$ cat config.mk
export PLATFORM = sky130hd
export DESIGN_NAME = hsv_to_rgb_pixel_convert_unit
export DESIGN_NICKNAME = d
export VERILOG_FILES = /design/src/rtl/core/hsv2rgb_pkg.sv /design/src/rtl/core/hsv2rgb_sector.sv /design/src/rtl/core/hsv2rgb_mult.sv /design/src/rtl/core/hsv2rgb_scale.sv /design/src/rtl/core/hsv_to_rgb_pixel_convert_unit.sv
export SDC_FILE = /design/constraint.sdc
export NUM_CORES = 2
export LEC_CHECK = 0
export BUFFER_PORTS_ARGS = -buffer_cell sky130_fd_sc_hd__clkbuf_2
export CORE_MARGIN = 3
export CORE_UTILIZATION = 39
export CTS_BUF_LIST = sky130_fd_sc_hd__clkbuf_16
export DETAILED_ROUTE_END_ITERATION = 10
export PLACE_DENSITY = 0.53
export SYNTH_ARGS = -nofsm -noshare
export SYNTH_HDL_FRONTEND = slang
export SYNTH_HIERARCHICAL = 1
export SYNTH_SLANG_ARGS = --single-unit
$ cat constraint.sdc
create_clock -name clk -period 9.2 [get_ports clk]
set_input_delay 0.92 -clock clk [delete_from_list [all_inputs] [get_ports clk]]
set_output_delay 0.92 -clock clk [all_outputs]
set_load 0.01 [all_outputs]
$ cat src/rtl/core/hsv2rgb_pkg.sv
// Package for the HSV to RGB pixel converter.
// Holds the fixed-point constants, the sector codes and the beat structs
// passed between stages. No dependencies.
`default_nettype none

package hsv2rgb_pkg;

  // Hue is in degrees times 64.
  localparam int unsigned HUE_PERIOD = 360;
  localparam int unsigned HUE_SCALE  = 64;
  localparam int unsigned COLOR_MAX_DEFAULT = 255;

  localparam logic [15:0] HUE_WRAP   = 16'(HUE_PERIOD * HUE_SCALE);
  localparam logic [14:0] SECTOR_LEN = 15'(60 * HUE_SCALE);
  localparam logic [10:0] Q_ONE      = 11'd1024;

  // 1024 * 3840: the ramp term at full chroma
  localparam logic [21:0] W_FULL = 22'(1024 * 60 * HUE_SCALE);

  // floor(q/15) == (q * RECIP15) >> 16 for q < 3840
  localparam logic [12:0] RECIP15   = 13'd4370;
  localparam logic [11:0] DIV15_LIM = 12'd3840;

  typedef enum logic [2:0] {
    SEC_RED_YEL = 3'd0,
    SEC_YEL_GRN = 3'd1,
    SEC_GRN_CYN = 3'd2,
    SEC_CYN_BLU = 3'd3,
    SEC_BLU_MAG = 3'd4,
    SEC_MAG_RED = 3'd5
  } sector_t;

  // Sector stage output: sector, distance to the ramp end, clamped s and v.
  typedef struct packed {
    sector_t     sector;
    logic [11:0] ramp_gap;
    logic [10:0] sat;
    logic [10:0] val;
  } sec_beat_t;

  // Product stage output, all already scaled by the color maximum.
  typedef struct packed {
    sector_t     sector;
    logic [47:0] p_mid;   // CM * v * w, over 2^28 * 15
    logic [36:0] p_lo;    // CM * v * (1024 - s), over 2^20
    logic [26:0] p_hi;    // CM * v, over 2^10
  } prod_beat_t;

endpackage

`default_nettype wire

$ cat src/rtl/core/hsv2rgb_sector.sv
// Hue wrap and sector split stage of the HSV to RGB converter.
// One register stage. Depends on hsv2rgb_pkg.
`default_nettype none

module hsv2rgb_sector import hsv2rgb_pkg::*; (
  input  wire logic        clk,
  input  wire logic        rst_n,
  input  wire logic        up_valid,
  output      logic        up_ready,
  input  wire logic [15:0] hue,
  input  wire logic [10:0] saturation,
  input  wire logic [10:0] brightness,
  output      logic        dn_valid,
  input  wire logic        dn_ready,
  output      sec_beat_t   dn_beat
);

  logic        valid_r;
  sec_beat_t   beat_r;
  sec_beat_t   beat_nxt;
  logic [14:0] hw;
  logic [14:0] base;
  logic [11:0] f;

  assign up_ready = !valid_r || dn_ready;
  assign dn_valid = valid_r;
  assign dn_beat  = beat_r;

  always_comb begin
    if (hue >= 16'(2 * HUE_WRAP)) begin
      hw = 15'(hue - 16'(2 * HUE_WRAP));
    end else if (hue >= HUE_WRAP) begin
      hw = 15'(hue - HUE_WRAP);
    end else begin
      hw = hue[14:0];
    end
  end

  always_comb begin
    beat_nxt = '0;
    if (hw < SECTOR_LEN) begin
      beat_nxt.sector = SEC_RED_YEL;
      base = 15'd0;
    end else if (hw < 15'(2 * SECTOR_LEN)) begin
      beat_nxt.sector = SEC_YEL_GRN;
      base = SECTOR_LEN;
    end else if (hw < 15'(3 * SECTOR_LEN)) begin
      beat_nxt.sector = SEC_GRN_CYN;
      base = 15'(2 * SECTOR_LEN);
    end else if (hw < 15'(4 * SECTOR_LEN)) begin
      beat_nxt.sector = SEC_CYN_BLU;
      base = 15'(3 * SECTOR_LEN);
    end else if (hw < 15'(5 * SECTOR_LEN)) begin
      beat_nxt.sector = SEC_BLU_MAG;
      base = 15'(4 * SECTOR_LEN);
    end else begin
      beat_nxt.sector = SEC_MAG_RED;
      base = 15'(5 * SECTOR_LEN);
    end
    f = 12'(hw - base);
    // ramp_gap = sector length minus the ramp position t
    if (beat_nxt.sector inside {SEC_YEL_GRN, SEC_CYN_BLU, SEC_MAG_RED}) begin
      beat_nxt.ramp_gap = f;
    end else begin
      beat_nxt.ramp_gap = 12'(SECTOR_LEN - 15'(f));
    end
    beat_nxt.sat = (saturation > Q_ONE) ? Q_ONE : saturation;
    beat_nxt.val = (brightness > Q_ONE) ? Q_ONE : brightness;
  end

  always_ff @(posedge clk) begin
    if (!rst_n) begin
      valid_r <= 1'b0;
    end else if (up_ready) begin
      valid_r <= up_valid;
    end
  end

  always_ff @(posedge clk) begin
    if (up_ready && up_valid) begin
      beat_r <= beat_nxt;
    end
  end

endmodule

`default_nettype wire

$ cat src/rtl/core/hsv2rgb_mult.sv
// Three-stage multiply pipeline of the HSV to RGB converter:
// ramp weight, products with v, then scaling by the color maximum.
// Depends on hsv2rgb_pkg.
`default_nettype none

module hsv2rgb_mult import hsv2rgb_pkg::*; #(
  parameter int unsigned COLOR_MAX = COLOR_MAX_DEFAULT
) (
  input  wire logic       clk,
  input  wire logic       rst_n,
  input  wire logic       up_valid,
  output      logic       up_ready,
  input  wire sec_beat_t  up_beat,
  output      logic       dn_valid,
  input  wire logic       dn_ready,
  output      prod_beat_t dn_beat
);

  localparam logic [15:0] CM = 16'(COLOR_MAX);

  // stage A: w = 1024*3840 - s*gap, ns = 1024 - s
  logic        a_valid_r;
  sector_t     a_sector_r;
  logic [21:0] a_w_r;
  logic [10:0] a_ns_r;
  logic [10:0] a_v_r;
  logic [21:0] a_w_nxt;
  logic [22:0] s_gap;

  // stage B: v*w, v*ns
  logic        b_valid_r;
  sector_t     b_sector_r;
  logic [31:0] b_vw_r;
  logic [20:0] b_vn_r;
  logic [10:0] b_v_r;

  // stage C: times the color maximum
  logic        c_valid_r;
  prod_beat_t  c_beat_r;
  prod_beat_t  c_beat_nxt;

  logic a_ready;
  logic b_ready;
  logic c_ready;

  assign c_ready  = !c_valid_r || dn_ready;
  assign b_ready  = !b_valid_r || c_ready;
  assign a_ready  = !a_valid_r || b_ready;
  assign up_ready = a_ready;
  assign dn_valid = c_valid_r;
  assign dn_beat  = c_beat_r;

  assign s_gap   = 23'(up_beat.sat) * 23'(up_beat.ramp_gap);
  assign a_w_nxt = 22'(23'(W_FULL) - s_gap);

  always_comb begin
    c_beat_nxt        = '0;
    c_beat_nxt.sector = b_sector_r;
    c_beat_nxt.p_mid  = 48'(b_vw_r) * 48'(CM);
    c_beat_nxt.p_lo   = 37'(b_vn_r) * 37'(CM);
    c_beat_nxt.p_hi   = 27'(b_v_r) * 27'(CM);
  end

  always_ff @(posedge clk) begin
    if (!rst_n) begin
      a_valid_r <= 1'b0;
      b_valid_r <= 1'b0;
      c_valid_r <= 1'b0;
    end else begin
      if (a_ready) begin
        a_valid_r <= up_valid;
      end
      if (b_ready) begin
        b_valid_r <= a_valid_r;
      end
      if (c_ready) begin
        c_valid_r <= b_valid_r;
      end
    end
  end

  always_ff @(posedge clk) begin
    if (a_ready && up_valid) begin
      a_sector_r <= up_beat.sector;
      a_w_r      <= a_w_nxt;
      a_ns_r     <= Q_ONE - up_beat.sat;
      a_v_r      <= up_beat.val;
    end
    if (b_ready && a_valid_r) begin
      b_sector_r <= a_sector_r;
      b_vw_r     <= 32'(a_v_r) * 32'(a_w_r);
      b_vn_r     <= 21'(a_v_r) * 21'(a_ns_r);
      b_v_r      <= a_v_r;
    end
    if (c_ready && b_valid_r) begin
      c_beat_r <= c_beat_nxt;
    end
  end

endmodule

`default_nettype wire

$ cat src/rtl/core/hsv2rgb_scale.sv
// Truncation, saturation and channel routing of the HSV to RGB converter.
// Two register stages; the second is the output register.
// Depends on hsv2rgb_pkg.
`default_nettype none

module hsv2rgb_scale import hsv2rgb_pkg::*; (
  input  wire logic       clk,
  input  wire logic       rst_n,
  input  wire logic       up_valid,
  output      logic       up_ready,
  input  wire prod_beat_t up_beat,
  output      logic       dn_valid,
  input  wire logic       dn_ready,
  output      logic [7:0] red,
  output      logic [7:0] green,
  output      logic [7:0] blue
);

  // stage D: hi and lo done, mid reduced to the dividend for the divide by 15
  logic        d_valid_r;
  sector_t     d_sector_r;
  logic [7:0]  d_hi_r;
  logic [7:0]  d_lo_r;
  logic [11:0] d_q_r;
  logic        d_qsat_r;
  logic [16:0] hi_full;
  logic [16:0] lo_full;
  logic [19:0] q_full;

  // stage E: output register
  logic        e_valid_r;
  logic [7:0]  red_r;
  logic [7:0]  green_r;
  logic [7:0]  blue_r;
  logic [7:0]  red_nxt;
  logic [7:0]  green_nxt;
  logic [7:0]  blue_nxt;
  logic [24:0] q_prod;
  logic [7:0]  mid;

  logic d_ready;
  logic e_ready;

  assign e_ready  = !e_valid_r || dn_ready;
  assign d_ready  = !d_valid_r || e_ready;
  assign up_ready = d_ready;
  assign dn_valid = e_valid_r;
  assign red      = red_r;
  assign green    = green_r;
  assign blue     = blue_r;

  assign hi_full = up_beat.p_hi[26:10];
  assign lo_full = up_beat.p_lo[36:20];
  assign q_full  = up_beat.p_mid[47:28];

  // quotient by 15 via reciprocal; only valid below the saturation point
  assign q_prod = 25'(d_q_r) * 25'(RECIP15);
  assign mid    = d_qsat_r ? 8'hFF : q_prod[23:16];

  always_comb begin
    case (d_sector_r)
      SEC_RED_YEL: begin
        red_nxt = d_hi_r;  green_nxt = mid;    blue_nxt = d_lo_r;
      end
      SEC_YEL_GRN: begin
        red_nxt = mid;     green_nxt = d_hi_r; blue_nxt = d_lo_r;
      end
      SEC_GRN_CYN: begin
        red_nxt = d_lo_r;  green_nxt = d_hi_r; blue_nxt = mid;
      end
      SEC_CYN_BLU: begin
        red_nxt = d_lo_r;  green_nxt = mid;    blue_nxt = d_hi_r;
      end
      SEC_BLU_MAG: begin
        red_nxt = mid;     green_nxt = d_lo_r; blue_nxt = d_hi_r;
      end
      default: begin
        red_nxt = d_hi_r;  green_nxt = d_lo_r; blue_nxt = mid;
      end
    endcase
  end

  always_ff @(posedge clk) begin
    if (!rst_n) begin
      d_valid_r <= 1'b0;
      e_valid_r <= 1'b0;
    end else begin
      if (d_ready) begin
        d_valid_r <= up_valid;
      end
      if (e_ready) begin
        e_valid_r <= d_valid_r;
      end
    end
  end

  always_ff @(posedge clk) begin
    if (d_ready && up_valid) begin
      d_sector_r <= up_beat.sector;
      d_hi_r     <= (hi_full > 17'd255) ? 8'hFF : hi_full[7:0];
      d_lo_r     <= (lo_full > 17'd255) ? 8'hFF : lo_full[7:0];
      d_qsat_r   <= q_full >= 20'(DIV15_LIM);
      d_q_r      <= q_full[11:0];
    end
    if (e_ready && d_valid_r) begin
      red_r   <= red_nxt;
      green_r <= green_nxt;
      blue_r  <= blue_nxt;
    end
  end

endmodule

`default_nettype wire

$ cat src/rtl/core/hsv_to_rgb_pixel_convert_unit.sv
// Top level of the HSV to RGB pixel converter: stream ports and the
// sector, multiply and scale stages. Depends on hsv2rgb_pkg,
// hsv2rgb_sector, hsv2rgb_mult and hsv2rgb_scale.
//
//   channel | direction | tdata fields (low bit first)
//   --------+-----------+---------------------------------------------
//   in_     | sink      | hue[15:0] saturation[26:16] brightness[37:27]
//   out_    | source    | red[7:0] green[15:8] blue[23:16]
//
// Six register stages; one pixel per cycle sustained while the output is not stalled.
// The depth is set by the multiply chain (s*gap, v*w, times COLOR_MAX)
// and the divide-by-15 reciprocal multiply ahead of the output register.
// Each stage has its own valid bit and advances when the next one is empty
// or moving, so bubbles close up while the output is stalled.
// Reset clears only the valid bits.
`default_nettype none

module hsv_to_rgb_pixel_convert_unit import hsv2rgb_pkg::*; #(
  parameter int unsigned COLOR_MAX = COLOR_MAX_DEFAULT
) (
  input  wire logic        clk,
  input  wire logic        rst_n,
  input  wire logic        in_tvalid,
  output      logic        in_tready,
  input  wire logic [39:0] in_tdata,   // hue[15:0], saturation[26:16], brightness[37:27]
  output      logic        out_tvalid,
  input  wire logic        out_tready,
  output      logic [23:0] out_tdata   // red[7:0], green[15:8], blue[23:16]
);

  logic       sec_valid;
  logic       sec_ready;
  sec_beat_t  sec_beat;
  logic       prod_valid;
  logic       prod_ready;
  prod_beat_t prod_beat;
  logic [7:0] red;
  logic [7:0] green;
  logic [7:0] blue;

  hsv2rgb_sector u_sector (
    .clk        (clk),
    .rst_n      (rst_n),
    .up_valid   (in_tvalid),
    .up_ready   (in_tready),
    .hue        (in_tdata[15:0]),
    .saturation (in_tdata[26:16]),
    .brightness (in_tdata[37:27]),
    .dn_valid   (sec_valid),
    .dn_ready   (sec_ready),
    .dn_beat    (sec_beat)
  );

  hsv2rgb_mult #(
    .COLOR_MAX (COLOR_MAX)
  ) u_mult (
    .clk      (clk),
    .rst_n    (rst_n),
    .up_valid (sec_valid),
    .up_ready (sec_ready),
    .up_beat  (sec_beat),
    .dn_valid (prod_valid),
    .dn_ready (prod_ready),
    .dn_beat  (prod_beat)
  );

  hsv2rgb_scale u_scale (
    .clk      (clk),
    .rst_n    (rst_n),
    .up_valid (prod_valid),
    .up_ready (prod_ready),
    .up_beat  (prod_beat),
    .dn_valid (out_tvalid),
    .dn_ready (out_tready),
    .red      (red),
    .green    (green),
    .blue     (blue)
  );

  assign out_tdata = {blue, green, red};

endmodule

`default_nettype wire
After elaboration in Yosys (flattened, before gate mapping)
Cells that the tools add are included.
{"block": "totals", "reg_bits": 304, "in_bits": 44, "output_inout_bits": 26, "elab_cells": 105}
{"block": "op_classes", "addsub": 6, "n_mul": 7, "n_lt_le_gt_ge": 12, "n_eq_ne": 7, "mux": 17, "n_reduce_logical": 26}
{"cell": "2-to-1 mux 12 bit", "n": 5}
{"cell": "one-hot mux 8 bit (2 select lines)", "n": 3}
{"cell": "multiplier 32 x 8 -> 40 bit, second input constant", "n": 1}
{"cell": "multiplier 11 x 22 -> 32 bit", "n": 1}
{"cell": "< comparator 15 x 14 -> 1 bit, second input constant", "n": 2}
{"cell": "2-to-1 mux 15 bit", "n": 2}
{"cell": "multiplier 21 x 8 -> 29 bit, second input constant", "n": 1}
{"cell": "multiplier 12 x 12 -> 23 bit, second input constant", "n": 1}
{"cell": "> comparator 11 bit, second input constant", "n": 2}
{"cell": "multiplier 11 x 12 -> 22 bit", "n": 1}
{"cell": "subtractor 22 bit, first input constant", "n": 1}
{"cell": "multiplier 11 x 11 -> 21 bit", "n": 1}
{"cell": "multiplier 11 x 8 -> 19 bit, second input constant", "n": 1}
{"cell": "> comparator 9 x 8 -> 1 bit, second input constant", "n": 2}
{"cell": ">= comparator 16 x 15 -> 1 bit, second input constant", "n": 1}
{"cell": ">= comparator 16 bit, second input constant", "n": 1}
{"cell": "< comparator 15 x 12 -> 1 bit, second input constant", "n": 1}
{"cell": "< comparator 15 x 13 -> 1 bit, second input constant", "n": 1}
{"cell": "< comparator 15 bit, second input constant", "n": 1}
{"cell": "subtractor 15 x 14 -> 15 bit, second input constant", "n": 1}
{"cell": "subtractor 15 bit, second input constant", "n": 1}
{"cell": ">= comparator 12 bit, second input constant", "n": 1}
{"cell": "2-to-1 mux 3 bit", "n": 4}
{"cell": "OR reduction 2 bit", "n": 6}
{"cell": "other kinds (14)", "n": 33}

Depth between registers and ports, before layout
{"block": "logic_depth", "depth_word": 12, "mapped_depth": 21, "mapped_depth_nobuf": 20}

By module
The synthesis kept the hierarchy.
{"module": "hsv2rgb_mult", "n_inst": 1, "cells_each": 3392, "area_each_um2": 34305.4, "seq_area_each_um2": 6216.0}
{"module": "hsv2rgb_scale", "n_inst": 1, "cells_each": 448, "area_each_um2": 4628.2, "seq_area_each_um2": 1721.7}
{"module": "hsv2rgb_sector", "n_inst": 1, "cells_each": 218, "area_each_um2": 2419.8, "seq_area_each_um2": 1131.1}

Worst setup path after synthesis
No wires, ideal clock.
{"block": "synth_timing", "kind": "input -> register", "from": "in out_tready", "to": "reg u_mult.b_sector_r[0], enable pin", "arrival_ps": 6030, "required_time_ps": 8605, "setup_slack_ps": 2575, "path_stages": 4, "path_buffers": 0, "path_cell_list": "nor2b_1 > nand2_1 > nor2b_1 > a21boi_0"}
{"block": "synth_via", "elab_chain_len": 5}
{"element": "start, declared", "line_no": "hsv_to_rgb_pixel_convert_unit.sv:27", "text": "input wire logic out_tready,"}
{"element": "logical OR 1 bit", "line_no": "hsv2rgb_scale.sv:44", "text": "assign e_ready = !e_valid_r || dn_ready;"}
{"element": "logical OR 1 bit", "line_no": "hsv2rgb_scale.sv:45", "text": "assign d_ready = !d_valid_r || e_ready;"}
{"element": "net prod_ready", "line_no": "hsv_to_rgb_pixel_convert_unit.sv:35", "text": "logic prod_ready;"}
{"element": "logical OR 1 bit", "line_no": "hsv2rgb_mult.sv:46", "text": "assign c_ready = !c_valid_r || dn_ready;"}
{"element": "logical OR 1 bit", "line_no": "hsv2rgb_mult.sv:47", "text": "assign b_ready = !b_valid_r || c_ready;"}
{"element": "logical AND 1 bit", "line_no": "hsv2rgb_mult.sv:89", "text": "if (b_ready && a_valid_r) begin"}
{"element": "end signal, assigned", "line_no": "hsv2rgb_mult.sv:90", "text": "b_sector_r <= a_sector_r;"}
{"element": "end, declared", "line_no": "hsv2rgb_mult.sv:32", "text": "sector_t b_sector_r;"}
The timed path passes the listed nets, and every way through them passes these cells.
A chain may end at the register's enable or synchronous reset.

Worst setup path in the final report
{"block": "layout_timing", "from": "reg u_mult.a_v_r[3]", "to": "reg u_mult.b_vw_r[29], data pin"}
{"block": "layout_via", "elab_chain_len": 1}
{"element": "start, declared", "line_no": "hsv2rgb_mult.sv:26", "text": "logic [10:0] a_v_r;"}
{"element": "start signal, assigned", "line_no": "hsv2rgb_mult.sv:87", "text": "a_v_r <= up_beat.val;"}
{"element": "multiplier 11 x 22 -> 32 bit", "line_no": "hsv2rgb_mult.sv:91", "text": "b_vw_r <= 32'(a_v_r) * 32'(a_w_r);"}
{"element": "end signal, assigned", "line_no": "hsv2rgb_mult.sv:91"}
{"element": "end, declared", "line_no": "hsv2rgb_mult.sv:33", "text": "logic [31:0] b_vw_r;"}
Every way passes these cells.

==> run_results.csv <==
group,metric,value,unit
worst_setup_path,cp_slowest_stage_delay,0.85,ns
route,via_cell_ratio,4.83,
worst_setup_path,worst-endpoint-required,9.61,ns
clock_tree,cts_made_buffers,35,
layout,fin_util,0.421,
sta,timing.final.max_slew_violations,0,
route,post-route-drc-count,0,
worst_setup_path,timing.critical_path.to_type,"flip-flop",
grt,grt_max_degree,68,
status,run_status,"complete, no violations",
floorplanning,start_util,0.395,
worst_setup_path,critical_path_peak_fanout,18,
worst_setup_path,timing.rr.start,"u_mult/a_v_r[3]",
route,final_antenna_net_count,0,
worst_setup_path,timing_worst_setup_path_type,"flip-flop to flip-flop",
grt,initial_antenna_violation_count,0,
layout,drive_gt1_frac,0.0500,
clock_tree,clk-insertion-delay-late,0.57,ns
route,routed-via-count,25100,
job,drv_cap,0,
floorplanning,row_count,115,
worst_setup_path,arrival_time_of_data_at_the_critical_path_endpoint,6.86,ns
worst_setup_path,setup.worst_path.start_class,"flip-flop",
min_path,holdCritStartpoint,"u_mult/dn_beat[95]",
layout,regArea,7330,um2
clock_tree,clock_sinks,246,
layout,multi_input_comb_area,27800,um2
route,postRouteWirelength,78300,um
min_path,worst_hold_path.num_cells,0,
place,placement.io_buffers,67,
grt,global_route_wire_length_before_repair,134000,um
floorplanning,design.core.area,98600,um2
clock_tree,clock-root-buffer,"sky130_fd_sc_hd__clkbuf_16",
clock_tree,cts_hold_repair.buffers,0,
logic_synthesis,synth_cells,3889,
floorplanning,die_area,104000,um2
worst_setup_path,crit_path_top_delay_cell,"sky130_fd_sc_hd__edfxtp_1",
clock_tree,ctsLongestPathBuffers,3,
sta,timing_worst_slew_pin_value,1.20,ns
floorplanning,design.portCount,70,
sta,setup_viol,0,
sta,slew_headroom,0.193,
sta,totalNegativeSetupSlack,0,ns
worst_setup_path,flop2flop_setup_slack,2.75,ns
logic_synthesis,netlist_area,38900,um2
sta,highest_clock_rate,155,MHz
grt,globalRoute.totalOverflow,0,
grt,first_global_vias,26500,
min_path,hold_path_class,"flip-flop to flip-flop",
sta,fin_crit_sh,0.701,
place,placer_congestion,0.830,
grt,grt_use_total,0.157,
floorplanning,die_width,322,um
sta,finalWorstPathRequiredPeriod,6.45,ns
min_path,worstHoldEndpoint,"u_scale/d_q_r[3]",
worst_setup_path,r2r.worst_path.cells,18,
sta,finalClockSkew,0.0327,ns
clock_tree,tritoncts_clock_tree,"built",
worst_setup_path,cpMostUsedCell,"sky130_fd_sc_hd__fa_1",
clock_tree,h_tree_depth_reported_by_cts,2,
place,dp.final_hpwl,64800,um
sta,finalHoldViolations,0,
logic_synthesis,average_cell_area_after_synthesis,10.0,um2
clock_tree,cts.repair_timing.setup_buffer_count,0,
layout,flow.area_growth_from_synthesis,6.61,%
worst_setup_path,cp_cell_sequence,"buf_4 -> nand2_1 -> fa_1 -> fa_1 -> inv_1 -> fa_1 -> fa_1 -> inv_1 -> fa_1 -> inv_1 -> ha_1 -> a21oi_1 -> nand2_1 -> o31a_1 -> o211a_1 -> o31a_1 -> or4b_1 -> nand3_1",
layout,design.final.nets,4975,
sta,unrepaired_setup_endpoints_after_global_routing,"false",
clock_tree,cts_resized,0,
route,drt-pass1-iter-count,6,
worst_setup_path,timing.rr.end,"u_mult/b_vw_r[29]",
route,routed_wire_length_per_instance,15.1,um
layout,num_antenna_cells,0,
floorplanning,die-height,322,um
clock_tree,clkTransAtPathRegs,0.05,ns
logic_synthesis,yosys_warnings,6,
layout,filler_cell_count,9585,
route,number_of_violations_reported_at_the_end_of_detailed_routing_iteration_0,1207,
## how the worst max path moves through the flow
stage          cells after the start  slack, ns              endpoint            start
2_1_floorplan                      4       2.58  u_mult/b_sector_r[0]       out_tready
3_3_place_gp                      19       2.77     u_mult/b_vw_r[29]  u_mult/a_v_r[4]
3_5_place_dp                      19       2.75     u_mult/b_vw_r[29]  u_mult/a_v_r[4]
4_1_cts                           19       2.73     u_mult/b_vw_r[29]  u_mult/a_v_r[4]
5_1_grt                           19       2.43     u_mult/b_vw_r[30]  u_mult/a_v_r[2]
6_report                          18       2.75     u_mult/b_vw_r[29]  u_mult/a_v_r[3]
## sequential cells by signal, indices dropped and copies added (netlist names), 3 cells and up
| signal | count |
|---|---|
| u_mult/b_v_r | 11 |
| u_mult/a_sector_r | 3 |
| u_scale/d_sector_r | 3 |
| u_scale/d_lo_r | 8 |
| u_scale/d_hi_r | 8 |
| u_scale/red | 8 |
| u_scale/d_q_r | 12 |
| u_sector/dn_beat | 37 |
| u_mult/a_v_r | 11 |
| u_scale/green | 8 |
| u_mult/b_vn_r | 21 |
| u_mult/b_vw_r | 32 |
| u_mult/a_ns_r | 11 |
| u_scale/blue | 8 |
| u_mult/a_w_r | 22 |
| u_mult/b_sector_r | 3 |
| u_mult/dn_beat | 33 |
## worst max-delay path, delay by kind of cell, from the launching register on
family / cells / cell delay (ns)
AOI/OAI and AO/OA: 4 / 1.15
adders and majority gates: 6 / 2.91
buffers and inverters: 4 / 0.53
DFF: 1 / 0.85
and+or+nand+nor: 4 / 0.82
## per-layer routing
metal  part of all wire  GRT usage
met3              0.029     0.0161
met1               0.49      0.224
met2               0.46      0.259
met5                  0          0
met4              0.019     0.0348
## through the flow
stage / cell area, um2 / worst slack (ns) / cells / hold slack, ns
6_report: 41500 / 2.75 / 5188 / 0.409
5_1_grt: 41500 / 2.43 / 5188 / 0.415
4_1_cts: 41500 / 2.73 / 5188 / 0.409
3_5_place_dp: 40400 / 2.75 / 5125 / 0.405
3_3_place_gp: 40400 / 2.77 / 5125 / 0.401
2_1_floorplan: 39000 / 2.58 / 3912 / 0.400
## area by class of cell
cell class / count / area share
multi-input cells: 2682 / 0.672
clock inverters: 28 / 0.00564
flip-flops and latches: 246 / 0.177
well taps: 1287 / 0.0388
inverters: 824 / 0.0746
clock buffers: 35 / 0.0211
repair buffers: 86 / 0.0115
## cells in the final DEF (no fill, tap or decap), types with 8 or more instances in the layout
cell type / count
sky130_fd_sc_hd__fa_1: 648
sky130_fd_sc_hd__nor3_1: 43
sky130_fd_sc_hd__edfxtp_1: 240
sky130_fd_sc_hd__or3_1: 12
sky130_fd_sc_hd__a31oi_1: 18
sky130_fd_sc_hd__o31ai_1: 13
sky130_fd_sc_hd__o21a_1: 26
sky130_fd_sc_hd__a221oi_1: 11
sky130_fd_sc_hd__and2_1: 228
sky130_fd_sc_hd__conb_1: 24
sky130_fd_sc_hd__o21ai_0: 54
sky130_fd_sc_hd__nor4_1: 13
sky130_fd_sc_hd__nand2b_1: 15
sky130_fd_sc_hd__nand2_1: 374
sky130_fd_sc_hd__a21o_1: 60
sky130_fd_sc_hd__nand4_1: 17
sky130_fd_sc_hd__o22ai_1: 11
sky130_fd_sc_hd__or2_2: 17
sky130_fd_sc_hd__a21oi_1: 125
sky130_fd_sc_hd__xor2_1: 42
sky130_fd_sc_hd__o211ai_1: 10
sky130_fd_sc_hd__clkinv_1: 9
sky130_fd_sc_hd__nor2_1: 88
sky130_fd_sc_hd__mux2i_1: 8
sky130_fd_sc_hd__inv_1: 828
sky130_fd_sc_hd__a211oi_1: 11
sky130_fd_sc_hd__buf_4: 19
sky130_fd_sc_hd__and3_1: 19
sky130_fd_sc_hd__nand3_1: 37
sky130_fd_sc_hd__clkbuf_2: 67
sky130_fd_sc_hd__o21bai_1: 11
sky130_fd_sc_hd__clkbuf_16: 35
sky130_fd_sc_hd__xnor2_1: 85
sky130_fd_sc_hd__ha_1: 408
sky130_fd_sc_hd__nor2b_1: 57
sky130_fd_sc_hd__o21ai_1: 26
Power is not shown: default switching activity piles up to over one toggle a cycle in this logic, so the estimate is an artifact.
